--- src/rtl/compacting_slot_list_top_defines.svh ---
// Assertion macros for the compacting slot list.
// Define NO_ASSERTIONS to compile the checks out.
`ifndef COMPACTING_SLOT_LIST_TOP_DEFINES_SVH
`define COMPACTING_SLOT_LIST_TOP_DEFINES_SVH

`ifndef NO_ASSERTIONS
// Same-cycle implication, sampled on the rising clock edge.
`define CSL_ASSERT_IMPL(label, clk, rst_n, ante, cons) \
  label: assert property (@(posedge clk) disable iff (!rst_n) (ante) |-> (cons)) \
    else $error("slot list check failed: same-cycle implication");
// Next-cycle implication, sampled on the rising clock edge.
`define CSL_ASSERT_NEXT(label, clk, rst_n, ante, cons) \
  label: assert property (@(posedge clk) disable iff (!rst_n) (ante) |=> (cons)) \
    else $error("slot list check failed: next-cycle implication");
`else
`define CSL_ASSERT_IMPL(label, clk, rst_n, ante, cons)
`define CSL_ASSERT_NEXT(label, clk, rst_n, ante, cons)
`endif

`endif

--- src/rtl/csl_pkg.sv ---
`default_nettype none
package csl_pkg;

  // Slot row geometry
  localparam int SLOT_COUNT = 16;
  localparam int SLOT_AW    = (SLOT_COUNT > 1) ? $clog2(SLOT_COUNT) : 1;

  // Field widths
  localparam int CMD_W  = 2;
  localparam int ID_W   = 31;
  localparam int SEL_W  = 4;
  localparam int STAT_W = 3;
  localparam int OIDX_W = 4;

  typedef enum logic [CMD_W-1:0] {
    CMD_ADD    = 2'd0,
    CMD_DELETE = 2'd1,
    CMD_READ   = 2'd2
  } cmd_t;

  typedef enum logic [STAT_W-1:0] {
    STAT_OK       = 3'd0,
    STAT_PRESENT  = 3'd1,
    STAT_FULL     = 3'd2,
    STAT_NOTFOUND = 3'd3,
    STAT_BADCMD   = 3'd4
  } status_t;

  typedef enum logic [2:0] {
    ST_IDLE,
    ST_SCAN,
    ST_SHIFT,
    ST_SHIFT_WR,
    ST_READ,
    ST_FINISH
  } state_t;

  // Slot address to the reported index, taken modulo 16
  function automatic logic [OIDX_W-1:0] idx_to_out(input logic [SLOT_AW-1:0] idx);
    logic [SLOT_AW+OIDX_W-1:0] wide;
    wide = {{OIDX_W{1'b0}}, idx};
    return wide[OIDX_W-1:0];
  endfunction

  // Slot select to a slot address (only meaningful when in range)
  function automatic logic [SLOT_AW-1:0] sel_to_addr(input logic [SEL_W-1:0] sel);
    logic [SLOT_AW+SEL_W-1:0] wide;
    wide = {{SLOT_AW{1'b0}}, sel};
    return wide[SLOT_AW-1:0];
  endfunction

  // Slot select names an existing slot
  function automatic logic sel_fits(input logic [SEL_W-1:0] sel);
    return (32'(sel) < SLOT_COUNT);
  endfunction

endpackage
`default_nettype wire

--- src/rtl/csl_if.sv ---
`default_nettype none
// Request channel: command, identifier and slot select
interface csl_in_if;
  import csl_pkg::*;

  logic              valid;
  logic              ready;
  logic [CMD_W-1:0]  command;
  logic [ID_W-1:0]   item_id;
  logic [SEL_W-1:0]  slot_select;

  modport source (output valid, output command, output item_id, output slot_select,
                  input ready);
  modport sink   (input valid, input command, input item_id, input slot_select,
                  output ready);
endinterface

// Result channel: status, slot index and slot value
interface csl_out_if;
  import csl_pkg::*;

  logic              valid;
  logic              ready;
  logic [STAT_W-1:0] status;
  logic [OIDX_W-1:0] slot_index;
  logic [ID_W-1:0]   slot_value;

  modport source (output valid, output status, output slot_index, output slot_value,
                  input ready);
  modport sink   (input valid, input status, input slot_index, input slot_value,
                  output ready);
endinterface
`default_nettype wire

--- src/rtl/compacting_slot_list_top.sv ---
// Path from input transfer to result valid: add scans from slot 0 until a match or an
// empty slot, or through the last slot on a full list; delete scans to the match, then
// alternates ST_SHIFT and ST_SHIFT_WR for each entry moved down; read passes ST_READ,
// bad command goes straight to ST_FINISH; a stalled result register adds its wait.
// Throughput: one command at a time, one slot per cycle while scanning over the single
// read port of the slot RAM; a new command is taken while one result waits.
// Reset: synchronous, active low; occupancy flags clear at once, the list reads empty.
`default_nettype none
`include "compacting_slot_list_top_defines.svh"
module compacting_slot_list_top (
  input wire logic  clk,
  input wire logic  rst_n,
  csl_in_if.sink    in_ch,
  csl_out_if.source out_ch
);
  import csl_pkg::*;

  state_t                 state_r, state_nxt;
  logic [SLOT_AW-1:0]     idx_r, idx_nxt;
  logic [SLOT_AW-1:0]     idx_inc;
  logic [SLOT_COUNT-1:0]  occ_r, occ_nxt;
  logic [CMD_W-1:0]       cmd_r;
  logic [ID_W-1:0]        id_r;
  logic [SEL_W-1:0]       sel_r;

  status_t                res_status_r, res_status_nxt;
  logic [OIDX_W-1:0]      res_index_r, res_index_nxt;
  logic [ID_W-1:0]        res_value_r, res_value_nxt;

  logic                   out_valid_r, out_valid_nxt;
  status_t                out_status_r;
  logic [OIDX_W-1:0]      out_index_r;
  logic [ID_W-1:0]        out_value_r;
  logic                   load_out;

  logic                   in_xfer;
  logic                   ram_we;
  logic [SLOT_AW-1:0]     ram_waddr;
  logic [ID_W-1:0]        ram_wdata;
  logic [SLOT_AW-1:0]     ram_raddr;
  logic [ID_W-1:0]        ram_rdata;

  logic                   last_slot;
  logic [ID_W-1:0]        slot_val;
  logic                   slot_match;
  logic                   slot_empty;

  // Slot storage
  csl_ram #(
    .WIDTH (ID_W),
    .DEPTH (SLOT_COUNT)
  ) u_slots (
    .clk   (clk),
    .we    (ram_we),
    .waddr (ram_waddr),
    .wdata (ram_wdata),
    .raddr (ram_raddr),
    .rdata (ram_rdata)
  );

  // Handshake and shared compare
  assign in_ch.ready = (state_r == ST_IDLE);
  assign in_xfer     = in_ch.valid && in_ch.ready;
  assign idx_inc     = idx_r + SLOT_AW'(1);
  assign last_slot   = (idx_r == SLOT_AW'(SLOT_COUNT - 1));
  assign slot_val    = occ_r[idx_r] ? ram_rdata : '0;
  assign slot_match  = (slot_val == id_r);
  assign slot_empty  = !occ_r[idx_r];

  // Sequencer: next state, RAM control, result
  always_comb begin
    state_nxt      = state_r;
    idx_nxt        = idx_r;
    occ_nxt        = occ_r;
    res_status_nxt = res_status_r;
    res_index_nxt  = res_index_r;
    res_value_nxt  = res_value_r;
    ram_we         = 1'b0;
    ram_waddr      = idx_r;
    ram_wdata      = ram_rdata;
    ram_raddr      = idx_inc;
    load_out       = 1'b0;
    out_valid_nxt  = out_valid_r && !out_ch.ready;

    unique case (state_r)
      ST_IDLE: begin
        ram_raddr = (in_ch.command == CMD_READ) ? sel_to_addr(in_ch.slot_select) : '0;
        if (in_ch.valid) begin
          idx_nxt = '0;
          unique case (in_ch.command)
            CMD_ADD, CMD_DELETE: state_nxt = ST_SCAN;
            CMD_READ:            state_nxt = ST_READ;
            default: begin
              res_status_nxt = STAT_BADCMD;
              res_index_nxt  = '0;
              res_value_nxt  = '0;
              state_nxt      = ST_FINISH;
            end
          endcase
        end
      end

      // Compare one slot per cycle while the next one is read
      ST_SCAN: begin
        res_value_nxt = '0;
        priority if (slot_match) begin
          res_index_nxt = idx_to_out(idx_r);
          if (cmd_r == CMD_ADD) begin
            res_status_nxt = STAT_PRESENT;
            state_nxt      = ST_FINISH;
          end else begin
            res_status_nxt = STAT_OK;
            state_nxt      = ST_SHIFT;
          end
        end else if (slot_empty && (cmd_r == CMD_ADD)) begin
          ram_we         = 1'b1;
          ram_wdata      = id_r;
          occ_nxt[idx_r] = 1'b1;
          res_status_nxt = STAT_OK;
          res_index_nxt  = idx_to_out(idx_r);
          state_nxt      = ST_FINISH;
        end else if (last_slot) begin
          res_status_nxt = (cmd_r == CMD_ADD) ? STAT_FULL : STAT_NOTFOUND;
          res_index_nxt  = '0;
          state_nxt      = ST_FINISH;
        end else begin
          idx_nxt = idx_inc;
        end
      end

      // Move later entries down until an empty slot or the end
      ST_SHIFT: begin
        priority if (last_slot) begin
          occ_nxt[idx_r] = 1'b0;
          state_nxt      = ST_FINISH;
        end else if (slot_empty) begin
          state_nxt = ST_FINISH;
        end else begin
          state_nxt = ST_SHIFT_WR;
        end
      end

      ST_SHIFT_WR: begin
        ram_we         = 1'b1;
        ram_wdata      = ram_rdata;
        occ_nxt[idx_r] = occ_r[idx_inc];
        idx_nxt        = idx_inc;
        state_nxt      = ST_SHIFT;
      end

      ST_READ: begin
        res_index_nxt = sel_r;
        if (sel_fits(sel_r)) begin
          res_status_nxt = STAT_OK;
          res_value_nxt  = occ_r[sel_to_addr(sel_r)] ? ram_rdata : '0;
        end else begin
          res_status_nxt = STAT_NOTFOUND;
          res_value_nxt  = '0;
        end
        state_nxt = ST_FINISH;
      end

      // Hand the result to the output register once it is free
      ST_FINISH: begin
        if (!out_valid_r || out_ch.ready) begin
          load_out      = 1'b1;
          out_valid_nxt = 1'b1;
          state_nxt     = ST_IDLE;
        end
      end

      default: state_nxt = ST_IDLE;
    endcase
  end

  // Control registers
  always_ff @(posedge clk) begin
    if (!rst_n) begin
      state_r     <= ST_IDLE;
      occ_r       <= '0;
      out_valid_r <= 1'b0;
    end else begin
      state_r     <= state_nxt;
      occ_r       <= occ_nxt;
      out_valid_r <= out_valid_nxt;
    end
  end

  // Payload registers
  always_ff @(posedge clk) begin
    idx_r        <= idx_nxt;
    res_status_r <= res_status_nxt;
    res_index_r  <= res_index_nxt;
    res_value_r  <= res_value_nxt;
    if (in_xfer) begin
      cmd_r <= in_ch.command;
      id_r  <= in_ch.item_id;
      sel_r <= in_ch.slot_select;
    end
    if (load_out) begin
      out_status_r <= res_status_r;
      out_index_r  <= res_index_r;
      out_value_r  <= res_value_r;
    end
  end

  // Drive the result channel
  assign out_ch.valid      = out_valid_r;
  assign out_ch.status     = out_status_r;
  assign out_ch.slot_index = out_index_r;
  assign out_ch.slot_value = out_value_r;

  // Checks
  `CSL_ASSERT_NEXT(a_busy_after_xfer, clk, rst_n, in_xfer, !in_ch.ready)
  `CSL_ASSERT_IMPL(a_occ_packed, clk, rst_n, 1'b1, ((occ_r & (occ_r + SLOT_COUNT'(1))) == '0))
  `CSL_ASSERT_IMPL(a_out_from_finish, clk, rst_n, $rose(out_valid_r), $past(state_r == ST_FINISH))

endmodule
`default_nettype wire

--- src/rtl/csl_ram.sv ---
`default_nettype none
// Simple dual-port RAM: one write port, one registered read port
module csl_ram #(
  parameter int WIDTH = 8,
  parameter int DEPTH = 16
) (
  input  wire logic                                       clk,
  input  wire logic                                       we,
  input  wire logic [((DEPTH > 1) ? $clog2(DEPTH) : 1)-1:0] waddr,
  input  wire logic [WIDTH-1:0]                           wdata,
  input  wire logic [((DEPTH > 1) ? $clog2(DEPTH) : 1)-1:0] raddr,
  output logic      [WIDTH-1:0]                           rdata
);

  logic [WIDTH-1:0] mem [DEPTH];

  // Write and registered read
  always_ff @(posedge clk) begin
    if (we) begin
      mem[waddr] <= wdata;
    end
    rdata <= mem[raddr];
  end

endmodule
`default_nettype wire

--- src/flat_wrapper.sv ---
// flat-port wrapper written by rule: the top's interface ports become plain ports
module compacting_slot_list_top_flat import csl_pkg::*;
  (clk, rst_n, in_ch_valid, in_ch_command, in_ch_item_id, in_ch_slot_select, in_ch_ready, out_ch_valid, out_ch_status, out_ch_slot_index, out_ch_slot_value, out_ch_ready);
  csl_in_if in_ch_i ();
  csl_out_if out_ch_i ();
  input wire logic clk;
  input wire logic rst_n;
  input wire logic [$bits(in_ch_i.valid)-1:0] in_ch_valid;
  input wire logic [$bits(in_ch_i.command)-1:0] in_ch_command;
  input wire logic [$bits(in_ch_i.item_id)-1:0] in_ch_item_id;
  input wire logic [$bits(in_ch_i.slot_select)-1:0] in_ch_slot_select;
  output wire logic [$bits(in_ch_i.ready)-1:0] in_ch_ready;
  output wire logic [$bits(out_ch_i.valid)-1:0] out_ch_valid;
  output wire logic [$bits(out_ch_i.status)-1:0] out_ch_status;
  output wire logic [$bits(out_ch_i.slot_index)-1:0] out_ch_slot_index;
  output wire logic [$bits(out_ch_i.slot_value)-1:0] out_ch_slot_value;
  input wire logic [$bits(out_ch_i.ready)-1:0] out_ch_ready;
  assign in_ch_i.valid = in_ch_valid;
  assign in_ch_i.command = in_ch_command;
  assign in_ch_i.item_id = in_ch_item_id;
  assign in_ch_i.slot_select = in_ch_slot_select;
  assign in_ch_ready = in_ch_i.ready;
  assign out_ch_valid = out_ch_i.valid;
  assign out_ch_status = out_ch_i.status;
  assign out_ch_slot_index = out_ch_i.slot_index;
  assign out_ch_slot_value = out_ch_i.slot_value;
  assign out_ch_i.ready = out_ch_ready;
  compacting_slot_list_top u_core (.clk(clk), .rst_n(rst_n), .in_ch(in_ch_i), .out_ch(out_ch_i));
endmodule
--- config.mk ---
export PLATFORM = sky130hd
export DESIGN_NAME = compacting_slot_list_top_flat
export DESIGN_NICKNAME = d
export VERILOG_FILES = /design/src/rtl/csl_pkg.sv /design/src/rtl/csl_if.sv /design/src/rtl/compacting_slot_list_top.sv /design/src/rtl/csl_ram.sv /design/src/flat_wrapper.sv
export VERILOG_INCLUDE_DIRS = /design/src /design/src/rtl
export SDC_FILE = /design/constraint.sdc
export NUM_CORES = 1
export LEC_CHECK = 0
export BUFFER_PORTS_ARGS = -buffer_cell sky130_fd_sc_hd__buf_2
export CORE_UTILIZATION = 55
export CTS_CLUSTER_DIAMETER = 40
export DETAILED_ROUTE_END_ITERATION = 10
export GPL_ROUTABILITY_DRIVEN = 0
export PLACE_DENSITY = 0.72
export RECOVER_POWER = 25
export SETUP_SLACK_MARGIN = 0.15
export SLEW_MARGIN = 30
export SYNTH_ARGS = -nofsm -noshare
export SYNTH_HDL_FRONTEND = slang
export SYNTH_SLANG_ARGS = --single-unit
--- constraint.sdc ---
create_clock -name clk -period 8 [get_ports clk]
set_clock_uncertainty 0.2 [all_clocks]
set_input_delay 0 -clock clk [delete_from_list [all_inputs] [get_ports clk]]
set_output_delay 0 -clock clk [all_outputs]
set_load 0.01 [all_outputs]
==> qor.txt <==
outcome: complete, but fails checks
failing checks: max-capacitance violations, max-slew violations
fin. max-slew vios: 273
Max Fanout on Critical Path: 184
Rows: 80
CTS resizes: 0
reg-to-reg critical path startpoint: u_core.idx_r[1]$_SDFFCE_PN0P_
CTS tree: yes
I/O Buffers: 80
Iter 0 DRT Violations: 1841
Final ANT Viol Nets: 0
worst hold path startpoint: out_ch_ready
Synth cell types: 57
post-DP HPWL: 34750 microns
mux contribution to synthesized area: 0.02540
Startpoint Class: register
Remaining DRCs: 0
via count: 17140
Fin. Hold Viols: 0
clock latency on the worst-skew pair: 620 ps
final net count: 2088
Reg power frac: 0.450
layout cells sized above 1: 0.1252
asr flop ratio synth: 0
Setup Total Neg Slack: 0 ps
Seq/Total Area, Yosys: 0.7238
WL/cell: 23.83 microns
Clock power frac: 0.338
register area: 19430 sq um
largest family of logic cells by synthesized area: compound AO/OA/AOI/OAI gates
Worst Hold Depth: 6
Clock Tree Root: clkbuf_16
CTS max path bufs: 3
largest net degree at the start of global routing: 248
WP data required: 8350 ps
Num Clock Sinks: 664
synth warn: 0
vias in the first global route: 16490
crit path kind: register to register
Psw: 0.003305 W
initial antenna violation count: 1
crit path time final: 5968 ps
max_cap viols: 4
fin util: 0.6542
Synth Instances: 1901
die area: 49690 sq um
Avg Inst Size Synth: 14.12 sq um
Switching Fraction: 0.3146
Slew @ Worst Pin: 3489 ps
vias per cell: 6.290
Arrival @ worst endpoint: 6320 ps
GRT Util Overall: 0.2613
DR pass1 iterations: 5
Ports: 81
# diodes: 0
Internal Power: 0.007201 W
Worst VDD drop: 0.1885 mV
Finished Cell Area: 31370 sq um
RSZ-0062 raised after global routing: no
Hold Crit Class: input pin to register
crit-path max cell delay: 2430 ps
post-synthesis simple-gate area fraction: 0.09597
cell area after synthesis: 26840 sq um
critical path capture point type: register
footprint of the multi-input gates: 7017 sq um
reg2reg end: u_core.u_slots.rdata[20]$_DFF_P_
PwrDens: 335.0 nW/um^2
Worst Hold Endpoint: u_core.state_r[0]$_SDFFE_PN0P_
Comb power frac: 0.212
Starting Density: 0.5599
Die X: 222.9 microns
first-pass GRT wire length: 97880 microns
Overflow after GRT: 0
WL final: 64910 microns
crit path cell chain: inv_1 > ha_1 > inv_1 > o21a_4 > buf_12 > clkbuf_2 > and2_1 > a211oi_1 > a311oi_1 > a21oi_1 > a21oi_1
non-filler instance count after layout: 2724
synthesized-area fraction occupied by adder cells: 0.002237
syn_nets: 1946
FILL cells: 3211
Finish-stage setup viols: 0
number of enable flip-flop cells after synthesis: 613
Static Leak: 10.16 nW
critical path's slowest cell: clkbuf_2
post-synthesis xor/xnor area fraction: 0.005873
hold_ws: 201.4 ps
Post-synth top flop: edfxtp_1
Cell Area, Placed: 28020 sq um
share of the clock period used by the worst path: 0.7460
H-tree levels: 3
fmax: 167.6 MHz
worst rel slew slack: -1.326
Reg clk slew, reported paths: 50 ps
CORE AREA: 47950 sq um
number of synthesized register bits: 664
r2r worst-path depth: 11
total CTS buffers: 80
Synth Area in Compound Gates: 0.1255
Reg2Reg Setup Slack: 2030 ps
Die Ht: 222.9 microns
area grow syn2layout: 16.85%
Post-Place Cells: 2495
-- per-layer routing --
layer | wire length [microns] | global-route usage | share of wire | vias up
li1 | - | - | - | 7625
met1 | 26850 | 0.3590 | 0.41 | 8550
met2 | 31160 | 0.4279 | 0.48 | 826
met3 | 5250 | 0.04241 | 0.081 | 134
met4 | 1656 | 0.08676 | 0.026 | 0
met5 | 0 | 0 | 0 | -
-- stage by stage --
step,power [W],setup slack [ps]
finish,0.01051,2032
global route,0.01087,1608
CTS,0.01046,3184
detailed placement,0.006907,3204
global placement,0.006821,3171
floorplan,0.006127,2603
-- cells by family after synthesis --
kind of cell	Yosys count
AO/OA/AOI/OAI	479
XOR/XNOR	18
adder cells (fa/ha/maj)	5
buffers and inverters	138
flip-flops	664
multiplexers	52
AND/OR/NAND/NOR	545
-- critical path, delay by kind of cell, from the launching register on --
kind | cells | cell delay (ps)
AOI/OAI and AO/OA | 5 | 1020
adders and majority gates | 1 | 440
buffers and inverters | 4 | 3010
DFF | 1 | 730
and+or+nand+nor | 1 | 340
-- final cells by class --
cell class	instances	share of cell area
Inverter	8	0.0009574
Multi-Input combinational cell	1099	0.2237
Clock inverter	59	0.01879
Timing Repair Buffer	190	0.04703
Sequential cell	664	0.6194
Clock buffer	89	0.06558
Tap cell	615	0.02453
-- cell usage in the layout (no fill, tap or decap), drive strengths merged, types with 5 or more instances in the layout --
cell type / count
a21oi: 97
nand3: 8
dlygate4sd3: 79
mux2i: 13
mux4: 10
mux2: 29
nand2: 301
dfxtp: 51
o22ai: 6
clkinvlp: 6
bufinv: 6
o21ai: 34
clkinv: 32
nor3: 16
clkbuf: 143
nor2: 32
inv: 23
xnor2: 17
and2: 160
nor3b: 5
a311oi: 63
edfxtp: 613
nor2b: 7
and3: 5
o221a: 22
a211oi: 157
buf: 57
a31oi: 75
-- worst max-delay path by stage --
stage,end,cells after the start,startpoint
CTS,u_core.u_slots.mem[8][25]$_DFFE_PP_,10,u_core.idx_r[1]$_SDFFCE_PN0P_
finish,u_core.u_slots.rdata[20]$_DFF_P_,11,u_core.idx_r[1]$_SDFFCE_PN0P_
detailed placement,u_core.u_slots.mem[8][11]$_DFFE_PP_,10,u_core.idx_r[1]$_SDFFCE_PN0P_
floorplan,u_core.u_slots.mem[12][0]$_DFFE_PP_,13,u_core.idx_r[0]$_SDFFCE_PN0P_
global placement,u_core.u_slots.mem[3][17]$_DFFE_PP_,10,u_core.idx_r[0]$_SDFFCE_PN0P_
global route,u_core.u_slots.rdata[20]$_DFF_P_,11,u_core.idx_r[0]$_SDFFCE_PN0P_
-- what timing repair did --
item                                    4_1_cts  5_1_grt
setup buffers                                 0        0
hold buffers                                 79        0
endpoints found under the hold margin       148        0
endpoints found under the setup margin        0        0
-- sequential cells by signal (all words and copies together) (netlist names), 4 cells and up --
name and count:
u_core.occ_r 16, u_core.u_slots.mem 496, u_core.sel_r 4, u_core.id_r 31
u_core.res_index_r 4, u_core.res_value_r 31, u_core.out_ch.slot_index 4, u_core.idx_r 4
u_core.u_slots.rdata 31, u_core.out_ch.slot_value 31
-- power groups by stage --
| stage | logic [W] | clock network [W] | registers (W) |
|---|---|---|---|
| 6_report | 0.00222 | 0.00355 | 0.00473 |
| 3_3_place_gp | 0.00206 | 0 | 0.00476 |
| 4_1_cts | 0.00218 | 0.00358 | 0.00470 |
| 5_1_grt | 0.00241 | 0.00373 | 0.00474 |
| 3_5_place_dp | 0.00214 | 0 | 0.00477 |
| 2_1_floorplan | 0.00153 | 0 | 0.00460 |
-- cells in the mapped netlist (5+ instances only) --
| master | number | share of area |
|---|---|---|
| a211oi_1 | 157 | 0.044 |
| a21oi_1 | 91 | 0.017 |
| a21oi_2 | 6 | 0.0020 |
| a311oi_1 | 63 | 0.021 |
| a31oi_1 | 75 | 0.017 |
| and2_0 | 14 | 0.0033 |
| and2_1 | 145 | 0.034 |
| and3_1 | 5 | 0.0012 |
| buf_1 | 8 | 0.0011 |
| buf_2 | 5 | 0.00093 |
| clkbuf_1 | 109 | 0.015 |
| dfxtp_1 | 51 | 0.038 |
| edfxtp_1 | 613 | 0.69 |
| inv_1 | 8 | 0.0011 |
| mux2_2 | 29 | 0.012 |
| mux2i_1 | 13 | 0.0048 |
| mux4_2 | 10 | 0.0084 |
| nand2_1 | 301 | 0.042 |
| nand3_1 | 6 | 0.0011 |
| nor2_1 | 32 | 0.0045 |
| nor2b_1 | 7 | 0.0016 |
| nor3_1 | 16 | 0.0030 |
| nor3b_1 | 5 | 0.0014 |
| o21ai_0 | 31 | 0.0058 |
| o221a_1 | 11 | 0.0046 |
| o221a_2 | 11 | 0.0046 |
| o22ai_1 | 6 | 0.0014 |
| xnor2_1 | 17 | 0.0055 |
No activity file was read; power rests on OpenSTA's default activity.
